===== src/rtl/core/fcg_pkg.sv =====
`default_nettype none
package fcg_pkg;

  localparam int MAX_MAPS    = 8;
  localparam int TABLE_DEPTH = 4096;
  localparam int SIDX_W      = (MAX_MAPS > 1) ? $clog2(MAX_MAPS) : 1;
  localparam int SCNT_W      = $clog2(MAX_MAPS + 1);
  localparam int TADDR_W     = $clog2(TABLE_DEPTH);
  localparam int CFG_IDX_W   = 2;
  localparam int CFG_DATA_W  = 16;

  localparam logic [CFG_IDX_W-1:0] REG_REPLACEMENT = 2'd0;
  localparam logic [CFG_IDX_W-1:0] REG_MAPS_IN_USE = 2'd1;

  localparam logic [1:0] KIND_DESC   = 2'd0;
  localparam logic [1:0] KIND_WORD   = 2'd1;
  localparam logic [1:0] KIND_LOOKUP = 2'd2;

  localparam logic [1:0] MODE_LINEAR = 2'd0;
  localparam logic [1:0] MODE_SJIS   = 2'd1;
  localparam logic [1:0] MODE_TABLE  = 2'd2;
  localparam logic [1:0] MODE_PAIRS  = 2'd3;

  localparam logic [1:0] ASEL_BASE = 2'd0;
  localparam logic [1:0] ASEL_TAB  = 2'd1;
  localparam logic [1:0] ASEL_KEY  = 2'd2;
  localparam logic [1:0] ASEL_VAL  = 2'd3;

  localparam logic [2:0] GSEL_REPL   = 3'd0;
  localparam logic [2:0] GSEL_LINEAR = 3'd1;
  localparam logic [2:0] GSEL_SJ_FIX = 3'd2;
  localparam logic [2:0] GSEL_SJ_TAB = 3'd3;
  localparam logic [2:0] GSEL_MEM    = 3'd4;

  typedef struct packed {
    logic [1:0]  kind;
    logic [2:0]  slot;
    logic [1:0]  map_mode;
    logic [15:0] first_code;
    logic [15:0] last_code;
    logic [11:0] entry_count;
    logic [11:0] table_base;
    logic [11:0] word_address;
    logic [15:0] word_value;
    logic [15:0] code;
  } in_word_t;

  typedef struct packed {
    logic [15:0] glyph;
    logic        range_hit;
  } out_word_t;

  typedef struct packed {
    logic       desc_wr;
    logic       tab_wr;
    logic       lookup_start;
    logic       scan_next;
    logic       pair_init;
    logic       pair_probe;
    logic       pair_lt;
    logic       pair_gt;
    logic       mem_rd;
    logic [1:0] asel;
    logic       out_load;
    logic [2:0] gsel;
    logic       out_hit;
  } cmd_t;

  typedef struct packed {
    logic       scan_end;
    logic       in_range;
    logic [1:0] mode;
    logic       count_zero;
    logic       pair_empty;
    logic       key_eq;
    logic       key_lt;
  } status_t;

endpackage
`default_nettype wire


===== src/rtl/core/fcg_ctrl.sv =====
`default_nettype none
module fcg_ctrl (
  input  wire logic            clk,
  input  wire logic            rst_n,
  input  wire logic            start,
  input  wire logic [1:0]      kind,
  input  wire fcg_pkg::status_t st,
  output logic                 busy,
  output fcg_pkg::cmd_t        cmd
);
  import fcg_pkg::*;

  localparam logic [2:0] S_IDLE     = 3'd0;
  localparam logic [2:0] S_SCAN     = 3'd1;
  localparam logic [2:0] S_SJ_RD    = 3'd2;
  localparam logic [2:0] S_MEM_OUT  = 3'd3;
  localparam logic [2:0] S_PAIR_CHK = 3'd4;
  localparam logic [2:0] S_PAIR_KEY = 3'd5;

  logic [2:0] state_r, state_nxt;

  always_ff @(posedge clk) begin
    if (!rst_n) begin
      state_r <= S_IDLE;
    end else begin
      state_r <= state_nxt;
    end
  end

  assign busy = (state_r != S_IDLE);

  always_comb begin
    state_nxt = state_r;
    cmd       = '0;
    case (state_r)
      S_IDLE: begin
        if (start) begin
          case (kind)
            KIND_DESC: cmd.desc_wr = 1'b1;
            KIND_WORD: cmd.tab_wr = 1'b1;
            KIND_LOOKUP: begin
              cmd.lookup_start = 1'b1;
              state_nxt        = S_SCAN;
            end
            default: ;
          endcase
        end
      end
      S_SCAN: begin
        if (st.scan_end) begin
          cmd.out_load = 1'b1;
          cmd.gsel     = GSEL_REPL;
          state_nxt    = S_IDLE;
        end else if (!st.in_range) begin
          cmd.scan_next = 1'b1;
        end else begin
          cmd.out_hit = 1'b1;
          case (st.mode)
            MODE_LINEAR: begin
              cmd.out_load = 1'b1;
              cmd.gsel     = GSEL_LINEAR;
              state_nxt    = S_IDLE;
            end
            MODE_SJIS: begin
              if (st.count_zero) begin
                cmd.out_load = 1'b1;
                cmd.gsel     = GSEL_SJ_FIX;
                state_nxt    = S_IDLE;
              end else begin
                cmd.mem_rd = 1'b1;
                cmd.asel   = ASEL_BASE;
                state_nxt  = S_SJ_RD;
              end
            end
            MODE_TABLE: begin
              cmd.mem_rd = 1'b1;
              cmd.asel   = ASEL_TAB;
              state_nxt  = S_MEM_OUT;
            end
            default: begin
              cmd.pair_init = 1'b1;
              state_nxt     = S_PAIR_CHK;
            end
          endcase
        end
      end
      S_SJ_RD: begin
        cmd.out_load = 1'b1;
        cmd.out_hit  = 1'b1;
        cmd.gsel     = GSEL_SJ_TAB;
        state_nxt    = S_IDLE;
      end
      S_MEM_OUT: begin
        cmd.out_load = 1'b1;
        cmd.out_hit  = 1'b1;
        cmd.gsel     = GSEL_MEM;
        state_nxt    = S_IDLE;
      end
      S_PAIR_CHK: begin
        if (st.pair_empty) begin
          cmd.out_load = 1'b1;
          cmd.out_hit  = 1'b1;
          cmd.gsel     = GSEL_REPL;
          state_nxt    = S_IDLE;
        end else begin
          cmd.pair_probe = 1'b1;
          cmd.mem_rd     = 1'b1;
          cmd.asel       = ASEL_KEY;
          state_nxt      = S_PAIR_KEY;
        end
      end
      S_PAIR_KEY: begin
        if (st.key_eq) begin
          cmd.mem_rd = 1'b1;
          cmd.asel   = ASEL_VAL;
          state_nxt  = S_MEM_OUT;
        end else begin
          cmd.pair_lt = st.key_lt;
          cmd.pair_gt = !st.key_lt;
          state_nxt   = S_PAIR_CHK;
        end
      end
      default: state_nxt = S_IDLE;
    endcase
  end

endmodule
`default_nettype wire


===== config.mk =====
export PLATFORM = sky130hd
export DESIGN_NAME = fcg_ctrl
export DESIGN_NICKNAME = d
export VERILOG_FILES = /design/src/rtl/core/fcg_pkg.sv /design/src/rtl/core/fcg_ctrl.sv
export SDC_FILE = /design/constraint.sdc
export NUM_CORES = 1
export LEC_CHECK = 0
export BUFFER_PORTS_ARGS = -buffer_cell sky130_fd_sc_hd__buf_2
export CORE_AREA = 3 3 40 42
export CTS_CLUSTER_DIAMETER = 60
export DETAILED_ROUTE_END_ITERATION = 7
export DIE_AREA = 0 0 43 45
export GPL_TIMING_DRIVEN = 0
export PLACE_DENSITY = 0.64
export SETUP_SLACK_MARGIN = 0.5
export SYNTH_ARGS = -nofsm -noshare
export SYNTH_HDL_FRONTEND = slang
export SYNTH_SLANG_ARGS = --single-unit

===== constraint.sdc =====
create_clock -name clk -period 1.7 [get_ports clk]
set_input_delay 0.34 -clock clk [delete_from_list [all_inputs] [get_ports clk]]
set_output_delay 0.34 -clock clk [all_outputs]
set_load 0.05 [all_outputs]

==> results of run 1 <==
==> stage by stage <==
stage                     TNS, ns  utilization, %  worst slack, ns
after floorplan           -0.0644               -          -0.0350
after global placement     -0.811            64.4           -0.203
after detailed placement   -0.877            64.4           -0.203
after CTS                  -0.630            81.7          -0.0847
after global routing        -1.64            87.8           -0.169
final                      -0.740            87.8          -0.0969
==> what timing repair did <==
item | CTS | global route
buffers inserted | 5 | 7
hold buffers | 0 | 0
gates resized for setup | 47 | 9
pin swaps | 7 | 5
endpoints found under the setup margin | 20 | 20
==> cell families after synthesis <==
family                     share of synthesized area, %
AOI/OAI and AO/OA                                  19.9
adders and majority gates                          13.8
buffers and inverters                              5.25
DFF                                                13.3
muxes                                              2.49
and+or+nand+nor                                    45.3
==> area by class of cell <==
class,instances,area [um^2],share of cell area (%)
repair buffers,41,365,32.4
multi-input cells,54,599,53.1
clock buffers,4,26.3,2.33
flip-flops and latches,3,68.8,6.10
plain buffers,1,15.0,1.33
well taps,15,18.8,1.66
inverters,5,35.0,3.10
==> worst max-delay path by stage <==
| stage | cells past startpoint | to |
|---|---|---|
| floorplan | 4 | cmd[7] |
| global placement | 5 | cmd[7] |
| detailed placement | 5 | cmd[7] |
| CTS | 5 | cmd[5] |
| global route | 5 | cmd[14] |
| finish | 5 | cmd[4] |
==> synth_stat cells (2+ instances only) <==
cell,count
ha_1,5
dfxtp_1,3
nand3b_1,2
nor2_1,4
nor2b_1,3
a211oi_1,2
nor3b_1,2
a21oi_1,3
nand2b_1,3
nand2_1,7
and3_1,2
nor3_1,5
inv_1,5
nand3_1,2
o21ai_0,3
==> report_power, final <==
part           internal, mW  switching (mW)  total, mW
Sequential           0.0704         0.00307     0.0734
Clock                0.0883          0.0440      0.132
Combinational        0.0759           0.116      0.192
==> routing by layer <==
metal  GRT usage [%]  routed length, um  up-vias
met5               0                  0        -
met4            6.63                 15        0
met3            6.77                117        2
met2            36.2                968       31
met1            20.5                661      300
li1                -                  -      315
==> worst max-delay path, stage by stage, from the launching register on <==
cell	delay (ns)
dfxtp_4	0.35
buf_4	0.14
and2b_2	0.24
a21boi_4	0.22
o31ai_4	0.10
buf_6	0.16
==> summary.md, run 1 <==
| Metric | Value |
|---|---|
| Ports | 30 |
| Failing checks | negative setup slack |
| Total CTS buffers | 3 |
| Max-slew violation count | 0 |
| Routability-driven placement congestion ratio | 0.748 |
| Final Cell Area | 1130 um^2 |
| CP required | 1.36 ns |
| Hold worst-path end | state_r[0] |
| Final setup vio count | 13 |
| Average routed wire per standard cell | 14.3 um |
| DRT Pass-1 Iters | 4 |
| Number of synthesized flops with an enable pin | 0 |
| DRT antenna net count | 0 |
| Hold Fails Final Rpt | 0 |
| Die Span Y | 45 um |
| Vias in the first global route | 628 |
| Most frequent cells in the layout | buf_2, buf_6, buf_4, buf_8, ha_1 |
| Synth area leader | ha_1 |
| Starting Density | 35.2% |
| Hold WS | 0.343 ns |
| Most flop-heavy register | state_r |
| Core Box Area | 1280 um^2 |
| Post-synth top area share | 13.8% |
| Synth-to-Final Area Change | 149% |
| Number of buffers added on ports | 29 |
| Initial DRC count | 7 |
| First-pass GRT wire length | 2820 um |
| DR DRC count | 0 |
| H-tree depth | 1 |
| Total power divided by cell area | 352 nW/um^2 |
| RSZ-0062 raised after global routing | true |
| Achievable Freq | 557 MHz |
| Die Wd | 43 um |
| Crit path launch | state_r[2] |
| Final cell count without fillers | 123 |
| Grt ovf | 0 |
| Reg2Reg Depth | 5 |
| Worst EP arrival | 1.46 ns |
| CTS tree | yes |
| DP Wirelength | 1100 um |
| Synth warnings | 0 |
| Main synth FF type | dfxtp_1 |
| Most common cell after layout, fill and taps aside | buf_2 |
| Fillers | 65 |
| Initial antenna violation count | 0 |
| Largest net degree at the start of global routing | 11 |
| Final clock skew | 0.0112 ns |
| Status | finished, violations left |
| Reg2reg end | state_r[2] |
| Relative slew slack | 80.1% |
| Std cell rows | 13 |
| Final Net Count | 127 |
| Period utilisation layout | 106% |
| Vias/cell | 5.27 |
| Placed Area | 827 um^2 |
| Routed vias | 648 |
| Die ar. | 1940 um^2 |
| Max reg flops | 3 |
| Worst vdd ir | 0.428 mV |
| Post-placement cell count | 107 |
| Crit Path Class | reg2out |
| Worst-path maximum fanout | 4 |
| Routed wire length | 1760 um |
| Total power | 0.397 mW |
| Critical path launch point type | register |
| Clock Root Buffer | clkbuf_4 |
| Slew @ Worst Pin | 0.297 ns |
| Post-synth cell types | 27 |
| Area of the mapped netlist | 453 um^2 |
| Fraction of layout cells with a size suffix above 1 | 79.6% |
| Cells after synthesis | 63 |
| Ys async rst share | 0% |
| Sink Count | 3 |
| Max-cap viol count | 0 |
| Worst-Skew Late Latency | 0.25 ns |
| Flops & latches, synth | 3 |
| Hold Path Class | in2reg |
| Worst setup EP type | output pin |
| HP Start | rst_n |
| GRT Total Usage | 19.5% |
| Clock transition at the registers of the reported paths | 0.04 ns |
| Final WS setup | -0.0969 ns |
| Diode count | 0 |
| Part of the Yosys area used for sequential elements | 13.3% |
| Biggest regs | state_r (3) |
| Fin crit period | 1.80 ns |
| Syn Nets | 81 |
| Pleak | 0.513 nW |
| Syn avg cell area | 7.19 um^2 |
| Ranking of synthesized cells by area | ha_1, dfxtp_1, nand2_1, nor3_1, nor4b_4 |
| Maximum buffer depth of the clock tree | 2 |
| Hold path depth | 3 |
| Reg2reg setup slack | 0.37 ns |
| Worst reg2reg startpoint | state_r[2] |
No activity file was read; power rests on OpenSTA's default activity.
==> run 2, diff against run 1 <==
SKIP_LAST_GASP = 1   (was not set)
==> summary.md, run 2 (synthesis gave the netlist of run 1 again) <==
| Metric | Value |
|---|---|
| Status | finished, violations left |
| Failing checks | negative setup slack |
| Final WS setup | -0.0962 ns |
| Clock transition at the registers of the reported paths | 0.04 ns |
| Pleak | 0.510 nW |
| Hold Path Class | in2reg |
| Routability-driven placement congestion ratio | 0.748 |
| Hold Fails Final Rpt | 0 |
| Comb pwr share | 48.8% |
| CTS tree | yes |
| DRT Pass-1 Iters | 3 |
| Max-cap viol count | 0 |
| Starting Density | 35.2% |
| Initial antenna violation count | 0 |
| Die Wd | 43 um |
| Ports | 30 |
| GRT Total Usage | 18.7% |
| Worst vdd ir | 0.430 mV |
| Grt ovf | 0 |
| Post-placement cell count | 107 |
| Diode count | 0 |
| RSZ-0062 raised after global routing | true |
| Worst EP arrival | 1.46 ns |
| Routed vias | 647 |
| Die ar. | 1940 um^2 |
| Number of buffers added on ports | 29 |
| Reg2reg setup slack | 0.34 ns |
| Fillers | 62 |
| Fraction of layout cells with a size suffix above 1 | 79.6% |
| Worst-Skew Late Latency | 0.25 ns |
| Setup TNS | -0.724 ns |
| Clock Root Buffer | clkbuf_4 |
| Final Net Count | 127 |
| Cts hold-fix bufs | 0 |
| Total power divided by cell area | 355 nW/um^2 |
| Final setup vio count | 12 |
| Std cell rows | 13 |
| Achievable Freq | 557 MHz |
| Switch Pwr | 0.167 mW |
| CP max stage cell | dfxtp_2 |
| Relative slew slack | 79.2% |
| Most frequent cells in the layout | buf_6, buf_2, buf_4, buf_8 |
| CP required | 1.36 ns |
| Routed wire length | 1890 um |
| Worst-path maximum fanout | 8 |
| Worst-path cell chain | buf_8, nor3_2, nand2_2, nor3b_4, buf_6 |
| DR DRC count | 0 |
| Die Span Y | 45 um |
| Core Box Area | 1280 um^2 |
| Final cell count without fillers | 123 |
| Synth-to-Final Area Change | 151% |
| DRT antenna net count | 0 |
| Biggest regs | state_r (3) |
| First-pass GRT wire length | 2740 um |
| Largest net degree at the start of global routing | 11 |
| Most common cell after layout, fill and taps aside | buf_6 |
| Fin crit period | 1.80 ns |
| Most flop-heavy register | state_r |
| Sequential power share | 18.2% |
| Maximum buffer depth of the clock tree | 2 |
| Critical path launch point type | register |
| Vias/cell | 5.26 |
| Worst setup EP type | output pin |
| H-tree depth | 1 |
| Sink Count | 3 |
| Register area | 68.8 um^2 |
| Max reg flops | 3 |
| Hold WS | 0.355 ns |
| Pint | 0.236 mW |
| Clock power frac | 33.0% |
| Critical Path Max Stage Delay | 0.34 ns |
| Switching Share | 41.4% |
| Max-slew violation count | 0 |
| Area of the multi-input gates | 606 um^2 |
| Crit Path Class | reg2out |
| Slew @ Worst Pin | 0.309 ns |
| Final clock skew | 0.0111 ns |
| Period utilisation layout | 106% |
| Vias in the first global route | 622 |
| DP Wirelength | 1100 um |
| Initial DRC count | 20 |
| Total CTS buffers | 3 |
| Average routed wire per standard cell | 15.3 um |
## run 2: cell count changes in the layout (fill, tap and decap cells not counted)
cell     before  now
o21ai_1       1    0
o21ai_0       0    1
nor3_4        3    4
buf_8         7    6
buf_6        12   14
nor3_2        2    1
buf_4        10    9
## run 2: final timing paths
| check | start | to | cells past startpoint |
|---|---|---|---|
| worst min-delay path | rst_n | state_r[0] | 3 |
| worst max register to register | state_r[2] | state_r[2] | 5 |
| worst min register to register | state_r[1] | state_r[0] | 3 |
| worst max-delay path | state_r[0] | cmd[14] | 5 |
## run 2: worst max-delay path, delay by kind of cell (launching register included)
| family | cells | cell delay [ns] |
|---|---|---|
| flops | 1 | 0.34 |
| simple gates | 3 | 0.55 |
| buf+inv | 2 | 0.32 |
## run 2: final cells by class
type	instances	share of cell area (%)
Clock buffer	4	2.32
Inverter	5	3.09
Sequential cell	3	6.06
Tap cell	15	1.65
Buffer	1	1.32
Multi-Input combinational cell	54	53.4
Timing Repair Buffer	41	32.2
## run 2: power by group through the flow
| stage | logic, mW | registers (mW) | clock network (mW) |
|---|---|---|---|
| floorplan | 0.112 | 0.0748 | 0 |
| global placement | 0.158 | 0.0753 | 0 |
| detailed placement | 0.160 | 0.0752 | 0 |
| CTS | 0.183 | 0.0733 | 0.127 |
| global route | 0.210 | 0.0735 | 0.148 |
| finish | 0.197 | 0.0734 | 0.133 |
## run 2: layer usage
metal	share of wire, %	GRT usage [%]
met5	0	0
met4	3.2	6.63
met3	6.0	6.37
met2	53	33.2
met1	38	20.8
## run 2: repair_timing
item,in CTS,in global routing
gates resized for setup,46,10
setup endpoints to repair,20,20
pin swaps,6,8
setup buffers,5,7
## run 2: metrics by stage
stage	instance area, um^2	power, mW	setup WS (ns)	utilization [%]
3_3_place_gp	827	0.234	-0.203	64.4
4_1_cts	1050	0.383	-0.0849	81.4
2_1_floorplan	663	0.187	-0.0350	-
5_1_grt	1130	0.431	-0.183	88.3
6_report	1130	0.403	-0.0962	88.3
3_5_place_dp	827	0.235	-0.203	64.4
==> run 3, diff against run 2 <==
==> constraint.sdc (replaced) <==
create_clock -name clk -period 1.7 [get_ports clk]
set_input_delay 0 -clock clk [delete_from_list [all_inputs] [get_ports clk]]
set_output_delay 0 -clock clk [all_outputs]
set_load 0.02 [all_outputs]
==> summary.md, run 3 (synthesis gave the netlist of run 1 again) <==
| Metric | Value |
|---|---|
| Fillers | 100 |
| Pleak | 0.439 nW |
| Max-slew violation count | 0 |
| Achievable Freq | 728 MHz |
| Largest net degree at the start of global routing | 11 |
| Relative slew slack | 81.9% |
| DR DRC count | 0 |
| Diode count | 0 |
| GRT Total Usage | 15.2% |
| Initial DRC count | 7 |
| Sink Count | 3 |
| Std cell rows | 13 |
| Setup TNS | 0 ns |
| Clock transition at the registers of the reported paths | 0.04 ns |
| Synth-to-Final Area Change | 99.4% |
| Maximum buffer depth of the clock tree | 2 |
| Number of buffers added on ports | 29 |
| Total CTS buffers | 3 |
| Average routed wire per standard cell | 12.4 um |
| Die ar. | 1940 um^2 |
| First-pass GRT wire length | 2240 um |
| Worst EP arrival | 1.37 ns |
| Reg2Reg Depth | 5 |
| Hold Fails Final Rpt | 0 |
| Max reg flops | 3 |
| Routed wire length | 1530 um |
| Worst reg2reg startpoint | state_r[2] |
| Worst-path maximum fanout | 8 |
| Most frequent cells in the layout | buf_4, buf_2, buf_6 |
| Final setup vio count | 0 |
| Dpl ws | 0.412 ns |
| Reg2reg setup slack | 0.40 ns |
| Total power divided by cell area | 374 nW/um^2 |
| CTS tree | yes |
| Fin crit period | 1.37 ns |
| Most flop-heavy register | state_r |
| CP required | 1.70 ns |
| Crit Path Class | reg2out |
| Die Span Y | 45 um |
| Final WS setup | 0.327 ns |
| Final Net Count | 127 |
| Final clock skew | 0.00195 ns |
| Hold Path Class | in2reg |
| Worst setup EP type | output pin |
| Crit path launch | state_r[0] |
| Die Wd | 43 um |
| RSZ-0062 raised after global routing | true |
| Ports | 30 |
| DRT Pass-1 Iters | 4 |
| Hold path depth | 5 |
| Most common cell after layout, fill and taps aside | buf_4 |
| Reg2reg end | state_r[2] |
| Worst-Skew Late Latency | 0.23 ns |
| Initial antenna violation count | 0 |
| Worst vdd ir | 0.394 mV |
| Critical path launch point type | register |
| Clock Root Buffer | clkbuf_4 |
| DRT antenna net count | 0 |
| Starting Density | 35.2% |
| Core Box Area | 1280 um^2 |
| Max-cap viol count | 0 |
| H-tree depth | 1 |
| Grt ovf | 0 |
| DP Wirelength | 992 um |
| Fraction of layout cells with a size suffix above 1 | 65.7% |
| Routability-driven placement congestion ratio | 0.738 |
| Period utilisation layout | 80.8% |
| Vias in the first global route | 532 |
| Routed vias | 624 |
| CP endpoint | cmd[7] |
| Status | finished, final reports clean |
| Slew @ Worst Pin | 0.269 ns |
| Vias/cell | 5.07 |
| Biggest regs | state_r (3) |
run 3: metal layers:
| layer | track usage, % | routed length, um |
|---|---|---|
| met4 | 5.42 | 14 |
| met3 | 4.78 | 135 |
| met5 | 0 | 0 |
| met1 | 19.2 | 623 |
| met2 | 24.6 | 756 |
run 3: worst max-delay path, cell delays in order, from the launching register on:
cell,delay [ns]
dfxtp_2,0.33
buf_6,0.13
nor2b_4,0.13
nor3_4,0.24
o21bai_1,0.15
buf_4,0.16
run 3: through the flow:
stage | std cells | instance area (um^2) | hold WS [ns] | util [%] | power (mW)
after floorplan | 63 | 468 | 0.0817 | - | 0.134
after global placement | 107 | 632 | 0.222 | 49.2 | 0.170
after detailed placement | 107 | 632 | 0.228 | 49.2 | 0.171
after CTS | 118 | 803 | 0.206 | 62.5 | 0.319
after global routing | 123 | 903 | 0.253 | 70.3 | 0.361
final | 123 | 903 | 0.222 | 70.3 | 0.337
run 3: power by group:
| part | total (mW) | switching [mW] | internal, mW |
|---|---|---|---|
| clock network | 0.127 | 0.0389 | 0.0881 |
| registers | 0.0731 | 0.00279 | 0.0703 |
| logic | 0.137 | 0.0715 | 0.0658 |
run 3: worst min-delay path by stage:
| stage | end | slack, ns | startpoint |
|---|---|---|---|
| 5_1_grt | state_r[2] | 0.25 | st[1] |
| 3_5_place_dp | state_r[0] | 0.23 | rst_n |
| 2_1_floorplan | cmd[14] | 0.08 | kind[1] |
| 3_3_place_gp | state_r[0] | 0.22 | rst_n |
| 4_1_cts | state_r[0] | 0.21 | start |
| 6_report | state_r[0] | 0.22 | start |
run 3: what timing repair did:
action,CTS,global route
buffers inserted,6,5
endpoints found under the hold margin,1,0
pin swaps,8,5
resized for setup,31,17
hold buffers,1,0
setup endpoints to repair,17,19
run 3: layout make-up:
cell class | instances | area (um^2) | share of cell area, %
Buffer | 1 | 11.3 | 1.25
Clock buffer | 4 | 26.3 | 2.91
Inverter | 5 | 18.8 | 2.08
Multi-Input combinational cell | 54 | 463 | 51.2
Sequential cell | 3 | 68.8 | 7.62
Tap cell | 15 | 18.8 | 2.08
Timing Repair Buffer | 41 | 297 | 32.8
